<file path="config.mk">
export PLATFORM = sky130hd
export DESIGN_NAME = wildcard_byte_pattern_scanner
export DESIGN_NICKNAME = d
export VERILOG_FILES = /design/src/rtl/core/wbps_pkg.sv /design/src/rtl/core/wbps_match.sv /design/src/rtl/core/wildcard_byte_pattern_scanner.sv
export VERILOG_INCLUDE_DIRS = /design/src /design/src/rtl/core
export SDC_FILE = /design/constraint.sdc
export NUM_CORES = 2
export LEC_CHECK = 0
export BUFFER_PORTS_ARGS = -buffer_cell sky130_fd_sc_hd__buf_4
export CORE_MARGIN = 2
export CORE_UTILIZATION = 41
export CTS_CLUSTER_DIAMETER = 30
export CTS_CLUSTER_SIZE = 12
export DETAILED_ROUTE_END_ITERATION = 8
export HOLD_SLACK_MARGIN = 0.1
export SLEW_MARGIN = 20
export SYNTH_ARGS = -nofsm -noshare
export SYNTH_HDL_FRONTEND = slang
export SYNTH_SLANG_ARGS = --single-unit
</file>
<file path="constraint.sdc">
create_clock -name clk -period 16.15 [get_ports clk]
set_input_delay 0 -clock clk [delete_from_list [all_inputs] [get_ports clk]]
set_output_delay 0 -clock clk [all_outputs]
set_load 0.01 [all_outputs]
</file>
<file path="src/rtl/core/wildcard_byte_pattern_scanner_defines.svh">
// Assertion macros shared by the scanner RTL.
// Each macro samples on clk and is disabled while arst_n is low.
`ifndef WILDCARD_BYTE_PATTERN_SCANNER_DEFINES_SVH
`define WILDCARD_BYTE_PATTERN_SCANNER_DEFINES_SVH

// Same-cycle implication.
`define WBPS_ASSERT_NOW(label, ante, cons, msg) \
	label: assert property (@(posedge clk) disable iff (!arst_n) (ante) |-> (cons)) \
		else $error(msg);

// Next-cycle implication.
`define WBPS_ASSERT_NEXT(label, ante, cons, msg) \
	label: assert property (@(posedge clk) disable iff (!arst_n) (ante) |=> (cons)) \
		else $error(msg);

`endif

</file>
<file path="src/rtl/core/wbps_pkg.sv">
// Shared types and constants for the wildcard byte pattern scanner.
// No dependencies; used by wbps_match and the top level.
`timescale 1ns / 1ps
package wbps_pkg;

	localparam int PATTERN_MAX = 32;
	localparam int IDX_W       = $clog2(PATTERN_MAX);
	localparam int BLOCK_BYTES = 65536;
	localparam int POS_W       = $clog2(BLOCK_BYTES + 1);
	localparam int ADDR_W      = 48;
	localparam int LEN_W       = 6;
	localparam int PWORDS      = 4;
	localparam int PWORD_W     = 64;
	localparam int WILD_W      = 32;
	localparam int CFG_IDX_W   = 3;
	localparam int CFG_DATA_W  = 64;

	typedef logic [7:0]                  byte_t;
	typedef logic [PATTERN_MAX-1:0][7:0] window_t;
	typedef logic [POS_W-1:0]            pos_t;
	typedef logic [ADDR_W-1:0]           addr_t;

	typedef enum logic [CFG_IDX_W-1:0] {
		REG_PATTERN_0  = 3'd0,
		REG_PATTERN_1  = 3'd1,
		REG_PATTERN_2  = 3'd2,
		REG_PATTERN_3  = 3'd3,
		REG_WILDCARD   = 3'd4,
		REG_LENGTH     = 3'd5
	} cfg_reg_t;

	typedef struct packed {
		logic [PWORDS-1:0][PWORD_W-1:0] pattern;
		logic [WILD_W-1:0]              wild;
		logic [LEN_W-1:0]               length;
	} cfg_t;

endpackage

</file>
<file path="src/rtl/core/wbps_match.sv">
// Parallel compare unit: aligns the pattern to the window and checks every byte.
// Depends on wbps_pkg and the assertion macros header.
`timescale 1ns / 1ps
`include "wildcard_byte_pattern_scanner_defines.svh"
module wbps_match (
	input  logic                 clk,
	input  logic                 arst_n,
	input  wbps_pkg::cfg_t       cfg,
	input  wbps_pkg::window_t    window,
	input  wbps_pkg::pos_t       pos,
	output logic                 hit,
	output wbps_pkg::pos_t       offset
);

	logic [wbps_pkg::PATTERN_MAX-1:0][7:0] pat_flat;
	logic [wbps_pkg::LEN_W-1:0]            len_eff;
	logic [wbps_pkg::LEN_W-1:0]            k;
	wbps_pkg::window_t                     pat_d;
	wbps_pkg::window_t                     pat_q;
	logic [wbps_pkg::PATTERN_MAX-1:0]      wild_d;
	logic [wbps_pkg::PATTERN_MAX-1:0]      wild_q;
	logic [wbps_pkg::LEN_W-1:0]            len_q;
	logic [wbps_pkg::PATTERN_MAX-1:0]      byte_ok;

	assign pat_flat = cfg.pattern;

	// Clamp the length into 1..PATTERN_MAX.
	always_comb begin
		priority if (cfg.length == '0) begin
			len_eff = wbps_pkg::LEN_W'(1);
		end else if (cfg.length > wbps_pkg::LEN_W'(wbps_pkg::PATTERN_MAX)) begin
			len_eff = wbps_pkg::LEN_W'(wbps_pkg::PATTERN_MAX);
		end else begin
			len_eff = cfg.length;
		end
	end

	// Window entry j (0 newest) lines up with pattern byte len-1-j; entries past
	// the length are don't-care.
	always_comb begin
		k = '0;
		for (int j = 0; j < wbps_pkg::PATTERN_MAX; j++) begin
			k = len_eff - wbps_pkg::LEN_W'(1) - wbps_pkg::LEN_W'(j);
			if (wbps_pkg::LEN_W'(j) < len_eff) begin
				pat_d[j]  = pat_flat[k[wbps_pkg::IDX_W-1:0]];
				wild_d[j] = cfg.wild[k[wbps_pkg::IDX_W-1:0]];
			end else begin
				pat_d[j]  = '0;
				wild_d[j] = 1'b1;
			end
		end
	end

	// Aligned pattern only changes with configuration.
	always_ff @(posedge clk) begin
		pat_q  <= pat_d;
		wild_q <= wild_d;
		len_q  <= len_eff;
	end

	always_comb begin
		for (int j = 0; j < wbps_pkg::PATTERN_MAX; j++) begin
			byte_ok[j] = wild_q[j] || (window[j] == pat_q[j]);
		end
	end

	assign hit    = (pos >= wbps_pkg::POS_W'(len_q)) && (&byte_ok);
	assign offset = pos - wbps_pkg::POS_W'(len_q);

	`WBPS_ASSERT_NOW(a_hit_len, hit, (len_q != '0), "match with zero aligned length")
	`WBPS_ASSERT_NOW(a_len_range, (pos != '0),
		(len_q <= wbps_pkg::LEN_W'(wbps_pkg::PATTERN_MAX)), "aligned length beyond window")
	`WBPS_ASSERT_NOW(a_offset_range, hit, (offset < pos), "match offset not inside block")

endmodule

</file>
<file path="src/rtl/core/wildcard_byte_pattern_scanner.sv">
// Top level of the wildcard byte pattern scanner: config registers, window, handshakes.
// Depends on wbps_pkg, wbps_match and the assertion macros header.
//
//   channel  direction  handshake              word
//   in       sink       in_valid / in_ready    data_byte, block_start, block_address
//   out      source     out_valid / out_ready  match_address
//   cfg      sink       cfg_write              cfg_index, cfg_data
//
// One byte per cycle unless a match waits on an unaccepted result; out_valid rises after the
// matching byte passes the window register, feeding the parallel compare, and the result
// register, holding the address. A config write reaches the compare via cfg_q and pat_q.
// Reset loads the register defaults and an empty block at address zero; no clearing pass.
// A waiting result stalls the compare stage only when that stage also holds a match.
`timescale 1ns / 1ps
`include "wildcard_byte_pattern_scanner_defines.svh"
module wildcard_byte_pattern_scanner (
	input  logic                                clk,
	input  logic                                arst_n,
	input  logic                                in_valid,
	output logic                                in_ready,
	input  logic [7:0]                          data_byte,
	input  logic                                block_start,
	input  logic [wbps_pkg::ADDR_W-1:0]         block_address,
	output logic                                out_valid,
	input  logic                                out_ready,
	output logic [wbps_pkg::ADDR_W-1:0]         match_address,
	input  logic                                cfg_write,
	input  logic [wbps_pkg::CFG_IDX_W-1:0]      cfg_index,
	input  logic [wbps_pkg::CFG_DATA_W-1:0]     cfg_data
);

	wbps_pkg::cfg_t    cfg_q;
	wbps_pkg::window_t window_q;
	wbps_pkg::pos_t    pos_q;
	wbps_pkg::addr_t   base_q;
	wbps_pkg::pos_t    offset;
	wbps_pkg::addr_t   match_address_q;
	logic              valid_s1;
	logic              out_valid_q;
	logic              hit;
	logic              in_fire;
	logic              s1_adv;
	logic              out_load;

	// Configuration registers.
	always_ff @(posedge clk or negedge arst_n) begin
		if (!arst_n) begin
			cfg_q.pattern <= '0;
			cfg_q.wild    <= '0;
			cfg_q.length  <= wbps_pkg::LEN_W'(1);
		end else if (cfg_write) begin
			unique case (wbps_pkg::cfg_reg_t'(cfg_index))
				wbps_pkg::REG_PATTERN_0: cfg_q.pattern[0] <= cfg_data;
				wbps_pkg::REG_PATTERN_1: cfg_q.pattern[1] <= cfg_data;
				wbps_pkg::REG_PATTERN_2: cfg_q.pattern[2] <= cfg_data;
				wbps_pkg::REG_PATTERN_3: cfg_q.pattern[3] <= cfg_data;
				wbps_pkg::REG_WILDCARD:  cfg_q.wild <= cfg_data[wbps_pkg::WILD_W-1:0];
				wbps_pkg::REG_LENGTH:    cfg_q.length <= cfg_data[wbps_pkg::LEN_W-1:0];
				default: ;
			endcase
		end
	end

	assign in_fire  = in_valid && in_ready;
	assign s1_adv   = valid_s1 && (!hit || !out_valid_q || out_ready);
	assign in_ready = !valid_s1 || s1_adv;
	assign out_load = s1_adv && hit;

	// Window shift line; stale bytes beyond the block are masked by the position check.
	always_ff @(posedge clk) begin
		if (in_fire) begin
			window_q <= {window_q[wbps_pkg::PATTERN_MAX-2:0], data_byte};
		end
	end

	always_ff @(posedge clk or negedge arst_n) begin
		if (!arst_n) begin
			pos_q    <= '0;
			base_q   <= '0;
			valid_s1 <= 1'b0;
		end else begin
			if (in_fire) begin
				priority if (block_start) begin
					base_q <= block_address;
					pos_q  <= wbps_pkg::POS_W'(1);
				end else if (pos_q >= wbps_pkg::POS_W'(wbps_pkg::BLOCK_BYTES)) begin
					// Full block: roll into the next one.
					base_q <= base_q + wbps_pkg::ADDR_W'(wbps_pkg::BLOCK_BYTES);
					pos_q  <= wbps_pkg::POS_W'(1);
				end else begin
					pos_q <= pos_q + wbps_pkg::POS_W'(1);
				end
			end
			if (in_fire) begin
				valid_s1 <= 1'b1;
			end else if (s1_adv) begin
				valid_s1 <= 1'b0;
			end
		end
	end

	wbps_match u_match (
		.clk    (clk),
		.arst_n (arst_n),
		.cfg    (cfg_q),
		.window (window_q),
		.pos    (pos_q),
		.hit    (hit),
		.offset (offset)
	);

	// Result register.
	always_ff @(posedge clk or negedge arst_n) begin
		if (!arst_n) begin
			out_valid_q <= 1'b0;
		end else if (out_load) begin
			out_valid_q <= 1'b1;
		end else if (out_ready) begin
			out_valid_q <= 1'b0;
		end
	end

	always_ff @(posedge clk) begin
		if (out_load) begin
			match_address_q <= base_q + wbps_pkg::ADDR_W'(offset);
		end
	end

	assign out_valid     = out_valid_q;
	assign match_address = match_address_q;

	`WBPS_ASSERT_NOW(a_stall_cause, (!in_ready), (valid_s1 && hit && out_valid_q),
		"input stalled without a blocked match")
	`WBPS_ASSERT_NOW(a_load_src, out_load, (valid_s1 && hit), "result loaded without a match")
	`WBPS_ASSERT_NOW(a_pos_bound, 1'b1,
		(pos_q <= wbps_pkg::POS_W'(wbps_pkg::BLOCK_BYTES)), "block position overflow")
	`WBPS_ASSERT_NEXT(a_s1_hold, (valid_s1 && !s1_adv), valid_s1, "stalled match dropped")

endmodule
</file>
* Word-level counts from Yosys, hierarchy flattened *
Index checks and enable logic that the tools add are counted.

operators by class
  eq/ne operators = 37
  muxes and demuxes = 138
  $add $sub $neg = 36
  reduce and logical (&&, ||, !) cells = 55
  magnitude comparators = 67

operators by type and width
  operator                count
  $bmux 8 s5              32
  $eq 8x8->1              32
  $mux 8                  32
  $lt 5x6->1 const B      32
  $bmux 1 s5              32
  $lt 5x6->1 const A      16
  $mux 48                 2
  $sub 5x5->5 const B     16
  $add 48x17->48          1
  $add 48x17->48 const B  1
  $lt 4x6->1 const A      8
  $sub 5x4->5 const B     8
  $mux 1                  36
  $logic_or 1x1->1        35
  $mux 17                 2
  $reduce_and 32->1       1
  $lt 3x6->1 const A      4
  $sub 5x3->5 const B     4
  $add 17x1->17 const B   1
  $ge 17x17->1 const B    1
  $ge 17x6->1             1
  $sub 17x6->17           1
  $reduce_and 2->1        7
  $lt 1x6->1 const A      2
  other kinds (13)        26

word-level totals
  input bits = 129
  output and inout port bits = 50
  logic and storage cells = 441
  bits in registers = 959

* Longest topological paths before layout *
  depth in word-level cells = 11
  gate-level depth with buffers = 21
  mapped depth without buffers = 19

* Modules after synthesis *
From an unflattened synthesis, not the netlist that was laid out.

unflattened totals
  cell total of the unflattened synthesis = 5397
  area total of the unflattened synthesis = 55011.5 µm²

by module, submodules not included
  module                         instances  cells an instance  area each (µm²)  seq. area each (µm²)
  wbps_match                     1          3842               29867.4          5885.6
  wildcard_byte_pattern_scanner  1          1555               25144.1          18163.7

* Worst setup path before layout *
OpenSTA, ideal clock, no wires.

  path type = register to register
  start = register pos_q[1]
  end = register base_q[47]
  period minus slack after synthesis = 7.918 ns
  data required time = 16.059 ns
  data arrival time = 7.827 ns
  path buffers = 0
  cell stages (with the launch flop) = 11
  setup time = 0.091 ns
  path slack = 8.232 ns
  path through = dfrtp_1 -> ha_1 -> nor2b_1 -> o31ai_2 -> a31oi_4 -> nor4_1 -> or3_1 -> or4_4 -> nand2_1 -> inv_1 -> mux2_2

on the way
  cells in the longest elaborated chain, start to end = 9
  elaborated cells on any way between the ends = 11
  those cells by class = order compare (2); reduce/logical (9)

RTL lines
  item                            line                                 RTL
  start, declared                 wildcard_byte_pattern_scanner.sv:34  wbps_pkg::pos_t pos_q;
  start signal, assigned          wildcard_byte_pattern_scanner.sv:85  pos_q <= wbps_pkg::POS_W'(1);
  start signal, assigned          wildcard_byte_pattern_scanner.sv:89  pos_q <= wbps_pkg::POS_W'(1);
  start signal, assigned          wildcard_byte_pattern_scanner.sv:91  pos_q <= pos_q + wbps_pkg::POS_W'(1);
  $ge 17x6->1                     wbps_match.sv:67                     assign hit = (pos >= wbps_pkg::POS_W'(len_q)) && (&byte_ok);
  $logic_and 1x1->1               wbps_match.sv:67
  $logic_not 1->1                 wildcard_byte_pattern_scanner.sv:65  assign s1_adv = valid_s1 && (!hit || !out_valid_q || out_ready);
  $logic_or 1x1->1 (2 in series)  wildcard_byte_pattern_scanner.sv:65
  $logic_and 1x1->1               wildcard_byte_pattern_scanner.sv:65
  $logic_or 1x1->1                wildcard_byte_pattern_scanner.sv:66  assign in_ready = !valid_s1 || s1_adv;
  $logic_and 1x1->1               wildcard_byte_pattern_scanner.sv:64  assign in_fire = in_valid && in_ready;
  named net in_fire               wildcard_byte_pattern_scanner.sv:41  logic in_fire;
  $reduce_and 2->1 (no line)      -
  end signal, assigned            wildcard_byte_pattern_scanner.sv:84  base_q <= block_address;
  end signal, assigned            wildcard_byte_pattern_scanner.sv:88  base_q <= base_q + wbps_pkg::ADDR_W'(wbps_pkg::BLOCK_BYTES);
  end, declared                   wildcard_byte_pattern_scanner.sv:35  wbps_pkg::addr_t base_q;

The timed path passes the listed nets, and every way through them passes these cells.
A chain may end at the register's enable or synchronous reset.

* Final worst setup path *
  start = register cfg_q[1] (netlist bit)
  end = register u_match.pat_q[9] (netlist bit)

on the way
  cells in the longest elaborated chain, start to end = 7
  elaborated cells on any way between the ends = 9
  those cells by class = add/sub (2); order compare (2); mux (4); reduce/logical (1)

RTL lines
  item                          line                                 RTL
  start, declared               wildcard_byte_pattern_scanner.sv:32  wbps_pkg::cfg_t cfg_q;
  $gt 6x6->1                    wbps_match.sv:31                     end else if (cfg.length > wbps_pkg::LEN_W'(wbps_pkg::PATTERN_MAX)) begin
  $mux 6                        wbps_match.sv:31
  $mux 6 *                      wbps_match.sv:29                     priority if (cfg.length == '0) begin
  $sub 5x1->5 (2 in series)     wbps_match.sv:43                     k = len_eff - wbps_pkg::LEN_W'(1) - wbps_pkg::LEN_W'(j);
  $bmux 8 s5                    wbps_match.sv:45                     pat_d[j] = pat_flat[k[wbps_pkg::IDX_W-1:0]];
  $mux 8 (implied by the code)  wbps_match.sv:45
  end signal, assigned          wbps_match.sv:56                     pat_q <= pat_d;
  end, declared                 wbps_match.sv:19                     wbps_pkg::window_t pat_q;

Mark *: on every way between the ends. The rest lies on a longest branch, timed or not. The select of a mux whose other input is x is not followed.

==> results.txt <==
The flow ran to the end, and the final reports show no timing, DRC or antenna violations. The logs give 0 for the DRC violations left and 0.05289 mm² for the post-synthesis instance area. For the critical path data arrival time, the log shows 7.32 ns. The total global routing overflow is 0, and the time the final worst path needs with I/O delays and setup is 6.664 ns.

The startpoint class of the critical path was a register. The initialized floorplan defines 131 standard-cell rows. In the final layout, flip-flops and latches occupy 0.02405 mm². The worst hold path belongs to the class input pin to register. For the final hold violation count, the log shows 0. The relative area change from synthesis to final layout was 26.62%; the post-route cell area was 0.06697 mm². The tools report the final sum of negative setup slack as 0 ns. The worst vdd rail ir drop was 0.1581 mV; the synthesized-area fraction occupied by adder cells was 1.164%. After detailed routing, the average wire length per cell comes to 30.16 µm. Setup repair after global routing left no endpoint under its margin. The run gives 0.87 ns as the insertion delay to the later sink of the worst-skew pair. Setup slack on the worst reg-to-reg path comes out at 9.49 ns. At the end of the flow, the number of nets in the layout was 5927. Measured in cells, the most critical reg-to-reg path has a length of 13. sky130_fd_sc_hd__edfxtp_1 takes more of the synthesized area than any other cell. Global routing used 34.19% of the available tracks. The highest achievable clock rate was 150.1 MHz; the critical path data required time was 16.80 ns. The count of endpoints failing setup in the final report came out at 0. For the cell count after placement, the log shows 6896.

After global routing, the most crowded layer is met2. The share of post-route cells with drive strength above 1 works out to 17.70%. The top fanout value on the critical path was 86. The wire length of the first global-routing pass was 318700 µm; the I/O pin count was 179. The synthesized net count was 5461; the synthesized area per cell was 10.01 µm².

The via count of the first global-routing pass is 42700, and the count of filler cells inserted in the layout is 11270. The netlist uses 80 different library cells. The logs give 13.61% for the relative slew slack and 4 for the deepest level of the CTS H-tree.

Clock-pin slew was measured on the worst setup and hold paths at 0.06 ns. The largest family of logic cells by synthesized area is multiplexers. Count of buffers from port buffering: 178.

The portion of netlist area occupied by mux cells is 22.85%, and the post-synthesis simple-gate area fraction is 14.39%. For hold timing, the worst endpoint is cfg_q[2]$_DFFE_PN0P_. The run gives 0.02762 mm² as the area of the multi-input gates. Type of element capturing the critical path: a register. Standby leakage power: 29.45 nW.

Wires add up to 229900 µm. The global-route track usage on met2 was 50.40%; the number of slew-limit violations in the final report was 0. Using the TritonRoute via totals, the vias-per-cell ratio works out to 5.959.

The tools report the master cell of the clock root buffer as sky130_fd_sc_hd__clkbuf_16. Of all flip-flops after synthesis, the portion carrying an async set or reset was 37.64%. The run gives 7 as the number of iterations in the first detailed-routing pass. After synthesis the netlist holds a flip-flop and latch count of 959. The die is 363.2 µm tall. Once the floorplan was initialized, standard cells occupied 41.37% of the core.

The share of the synthesized area in the top cell type works out to 17.26%. The tool flagged a number of max-cap violations equal to 0. Entering global routing, the biggest net connects 148 pins. For the final database, setup skew stands at 0.07243 ns. The total die area came out at 0.1319 mm². Global routing consumed, on the met1 layer, 43.50% of the routing resources.

The Yosys step of the flow raised 0 warnings. In the synthesized netlist the dominant register cell turns out to be sky130_fd_sc_hd__dfrtp_1. Dividing the final minimum period by the clock period gives 41.26%. The xor and xnor fraction of the mapped netlist area works out to 6.020%. The clock passes through at most 3 buffers. The endpoint identified for the worst register-to-register timing path is u_match.pat_q[9]$_SDFF_PP0_.

The floorplan core area was 0.1278 mm². CTS saw 959 sinks. Synthesis produced a netlist whose cell count is 5284. The remaining antenna violation count after routing is 0, and the count of routing violations after the opening detailed-route iteration is 5840. In this run the cell area measured after placement is 0.05598 mm². Detailed routing inserted a total of 45420 vias.

The start point of the worst min-delay path is cfg_data[2]. The transition time at the pin with the least slew margin was 1.260 ns. After synthesis, the cell types taking the most area are sky130_fd_sc_hd__edfxtp_1 (17%), sky130_fd_sc_hd__dfrtp_1 (17%), sky130_fd_sc_hd__mux2i_1 (16%). Final cell count without fillers: 7622. The number of buffers added by the clock tree synthesis step was 220; the HPWL after detailed placement was 172700 µm.

Counting instances, the worst hold path has a depth of 3. Of the synthesized area, sequential elements account for 45.47%. The met3 demand-to-capacity share in global routing is 9.397%. The critical path in this run is classified as register to register.

The routability-driven placement congestion ratio came out at 1.137. TritonCTS built the clock tree. The die is 363.2 µm wide. In this run the critical register-to-register path is launched from cfg_q[1]$_DFFE_PN0P_. The initial antenna violation count is 18, and the post-synthesis compound-gate area fraction is 7.324%. The power per standard cell area is 245.8 mW/mm², and the number of synthesized flops with an enable pin is 304.
[worst max-delay path, cell delays in order, from the launching register on]
cell and delay [ns]:
sky130_fd_sc_hd__dfrtp_1 0.77, sky130_fd_sc_hd__nor4_1 0.15, sky130_fd_sc_hd__nor2_1 0.21, sky130_fd_sc_hd__nor2_4 0.09
sky130_fd_sc_hd__inv_8 0.43, sky130_fd_sc_hd__buf_4 0.74, sky130_fd_sc_hd__buf_4 0.76, sky130_fd_sc_hd__buf_4 0.88
sky130_fd_sc_hd__and3_1 0.28, sky130_fd_sc_hd__a31oi_1 0.05, sky130_fd_sc_hd__mux2i_1 0.94, sky130_fd_sc_hd__mux2i_1 0.58
sky130_fd_sc_hd__nand2_1 0.19, sky130_fd_sc_hd__a21oi_1 0.10
[cell usage after synthesis, types with 6 or more instances]
master                     count
sky130_fd_sc_hd__nand2b_1      6
sky130_fd_sc_hd__dfxtp_1     294
sky130_fd_sc_hd__edfxtp_1    304
sky130_fd_sc_hd__o21bai_1      7
sky130_fd_sc_hd__nand4_1      29
sky130_fd_sc_hd__nand3b_1     21
sky130_fd_sc_hd__xor2_1      261
sky130_fd_sc_hd__nor2_1       93
sky130_fd_sc_hd__mux2_4       10
sky130_fd_sc_hd__nor4_1       90
sky130_fd_sc_hd__xnor2_2       7
sky130_fd_sc_hd__buf_4         7
sky130_fd_sc_hd__clkbuf_1    233
sky130_fd_sc_hd__buf_1        44
sky130_fd_sc_hd__or2_2         7
sky130_fd_sc_hd__o41ai_1       6
sky130_fd_sc_hd__ha_1         46
sky130_fd_sc_hd__nand2_1    1182
sky130_fd_sc_hd__mux2_2      305
sky130_fd_sc_hd__buf_2        35
sky130_fd_sc_hd__inv_1        38
sky130_fd_sc_hd__o211ai_1      6
sky130_fd_sc_hd__dfrtp_1     360
sky130_fd_sc_hd__xnor2_1      77
sky130_fd_sc_hd__a211oi_1      8
sky130_fd_sc_hd__o31ai_1      22
sky130_fd_sc_hd__mux2i_1     845
sky130_fd_sc_hd__or3_1         6
sky130_fd_sc_hd__o22ai_1       8
sky130_fd_sc_hd__a31oi_1     147
sky130_fd_sc_hd__and3_1      155
sky130_fd_sc_hd__a21oi_1     338
sky130_fd_sc_hd__nor3_1       46
sky130_fd_sc_hd__nand3_1      56
sky130_fd_sc_hd__o211a_1       7
sky130_fd_sc_hd__a21o_1       13
sky130_fd_sc_hd__o21ai_0      64
sky130_fd_sc_hd__nor2b_1      19
[power by group]
group / leakage [nW] / switching [mW] / internal, mW
combinational: 15.9 / 5.45 / 2.58
clock: 3.79 / 1.58 / 3.13
sequential: 9.75 / 0.610 / 3.11
total: 29.5 / 7.65 / 8.82
[sequential cells by signal, summed over array words and instances (netlist names)]
register,count
u_match.wild_q,32
cfg_q,294
match_address,48
base_q,48
pos_q,17
out_valid,1
valid_s1,1
window_q,256
u_match.pat_q,256
u_match.len_q,6
[final cells by class]
| class | instances | share of cell area [%] |
|---|---|---|
| antenna | 12 | 0.04484 |
| timing repair buffer | 567 | 7.546 |
| multi-input combinational | 3958 | 41.24 |
| inverter | 44 | 0.2858 |
| tap | 1662 | 3.105 |
| sequential | 959 | 35.91 |
| clock buffer | 251 | 8.577 |
| clock inverter | 169 | 3.288 |
[per-stage QoR]
stage               hold WS [ns]  setup WS [ns]  util [%]  total power, mW
global route              0.1680          9.492     52.37            16.88
detailed placement       0.07805          9.874     43.79            11.26
floorplan                -0.2956          8.232         -            8.152
finish                    0.1514          9.486     52.39            16.46
global placement         0.07074          10.04     43.77            11.23
CTS                       0.1088          9.809     52.34            16.06
[cell families (layout without fill, tap and decap cells)]
| kind of cell | Yosys count | after routing |
|---|---|---|
| mux | 1162 | 1162 |
| buf+inv | 367 | 1031 |
| flops | 959 | 959 |
| xor+xnor | 349 | 349 |
| compound gates | 664 | 664 |
| fa+ha+maj | 48 | 48 |
| simple gates | 1735 | 1735 |
| other cells | 0 | 12 |
[routing by layer]
metal / part of all wire [%] / vias to the layer above
met2: 42 / 2581
met1: 40 / 22390
met3: 9.9 / 655
met4: 8.0 / 18
li1: - / 19770
met5: 0.059 / -
[worst max-delay path by stage]
stage | endpoint | cells after the start | start
3_5_place_dp | u_match.pat_q[213]$_SDFF_PP0_ | 13 | cfg_q[1]$_DFFE_PN0P_
3_3_place_gp | u_match.pat_q[213]$_SDFF_PP0_ | 13 | cfg_q[1]$_DFFE_PN0P_
6_report | u_match.pat_q[9]$_SDFF_PP0_ | 13 | cfg_q[1]$_DFFE_PN0P_
5_1_grt | u_match.pat_q[213]$_SDFF_PP0_ | 13 | cfg_q[1]$_DFFE_PN0P_
2_1_floorplan | base_q[47]$_DFFE_PN0P_ | 10 | pos_q[1]$_DFFE_PN0P_
4_1_cts | u_match.pat_q[213]$_SDFF_PP0_ | 13 | cfg_q[1]$_DFFE_PN0P_
[what timing repair did]
action                                  CTS  global route
hold endpoints to repair                564             0
resized for setup                         0             0
hold buffers                            294             0
setup buffers                             0             0
endpoints found under the setup margin    0             0
[cells in the final DEF, fill, tap and decap left out, types with 22 or more instances in the layout]
cell / netlist / routed
sky130_fd_sc_hd__a21oi_1: 338 / 334
sky130_fd_sc_hd__a31oi_1: 147 / 147
sky130_fd_sc_hd__and3_1: 155 / 155
sky130_fd_sc_hd__buf_4: 7 / 270
sky130_fd_sc_hd__bufinv_16: 0 / 34
sky130_fd_sc_hd__clkbuf_16: 0 / 222
sky130_fd_sc_hd__clkinv_2: 1 / 36
sky130_fd_sc_hd__clkinv_4: 0 / 27
sky130_fd_sc_hd__clkinvlp_4: 0 / 33
sky130_fd_sc_hd__dfrtp_1: 360 / 360
sky130_fd_sc_hd__dfxtp_1: 294 / 294
sky130_fd_sc_hd__dlygate4sd3_1: 0 / 291
sky130_fd_sc_hd__edfxtp_1: 304 / 304
sky130_fd_sc_hd__ha_1: 46 / 40
sky130_fd_sc_hd__inv_1: 38 / 36
sky130_fd_sc_hd__mux2_2: 305 / 305
sky130_fd_sc_hd__mux2i_1: 845 / 838
sky130_fd_sc_hd__nand2_1: 1182 / 1182
sky130_fd_sc_hd__nand3_1: 56 / 56
sky130_fd_sc_hd__nand4_1: 29 / 29
sky130_fd_sc_hd__nor2_1: 93 / 93
sky130_fd_sc_hd__nor3_1: 46 / 45
sky130_fd_sc_hd__nor4_1: 90 / 89
sky130_fd_sc_hd__o21ai_0: 64 / 58
sky130_fd_sc_hd__o31ai_1: 22 / 22
sky130_fd_sc_hd__xnor2_1: 77 / 73
sky130_fd_sc_hd__xor2_1: 261 / 260
No activity file was read; power rests on OpenSTA's default activity.
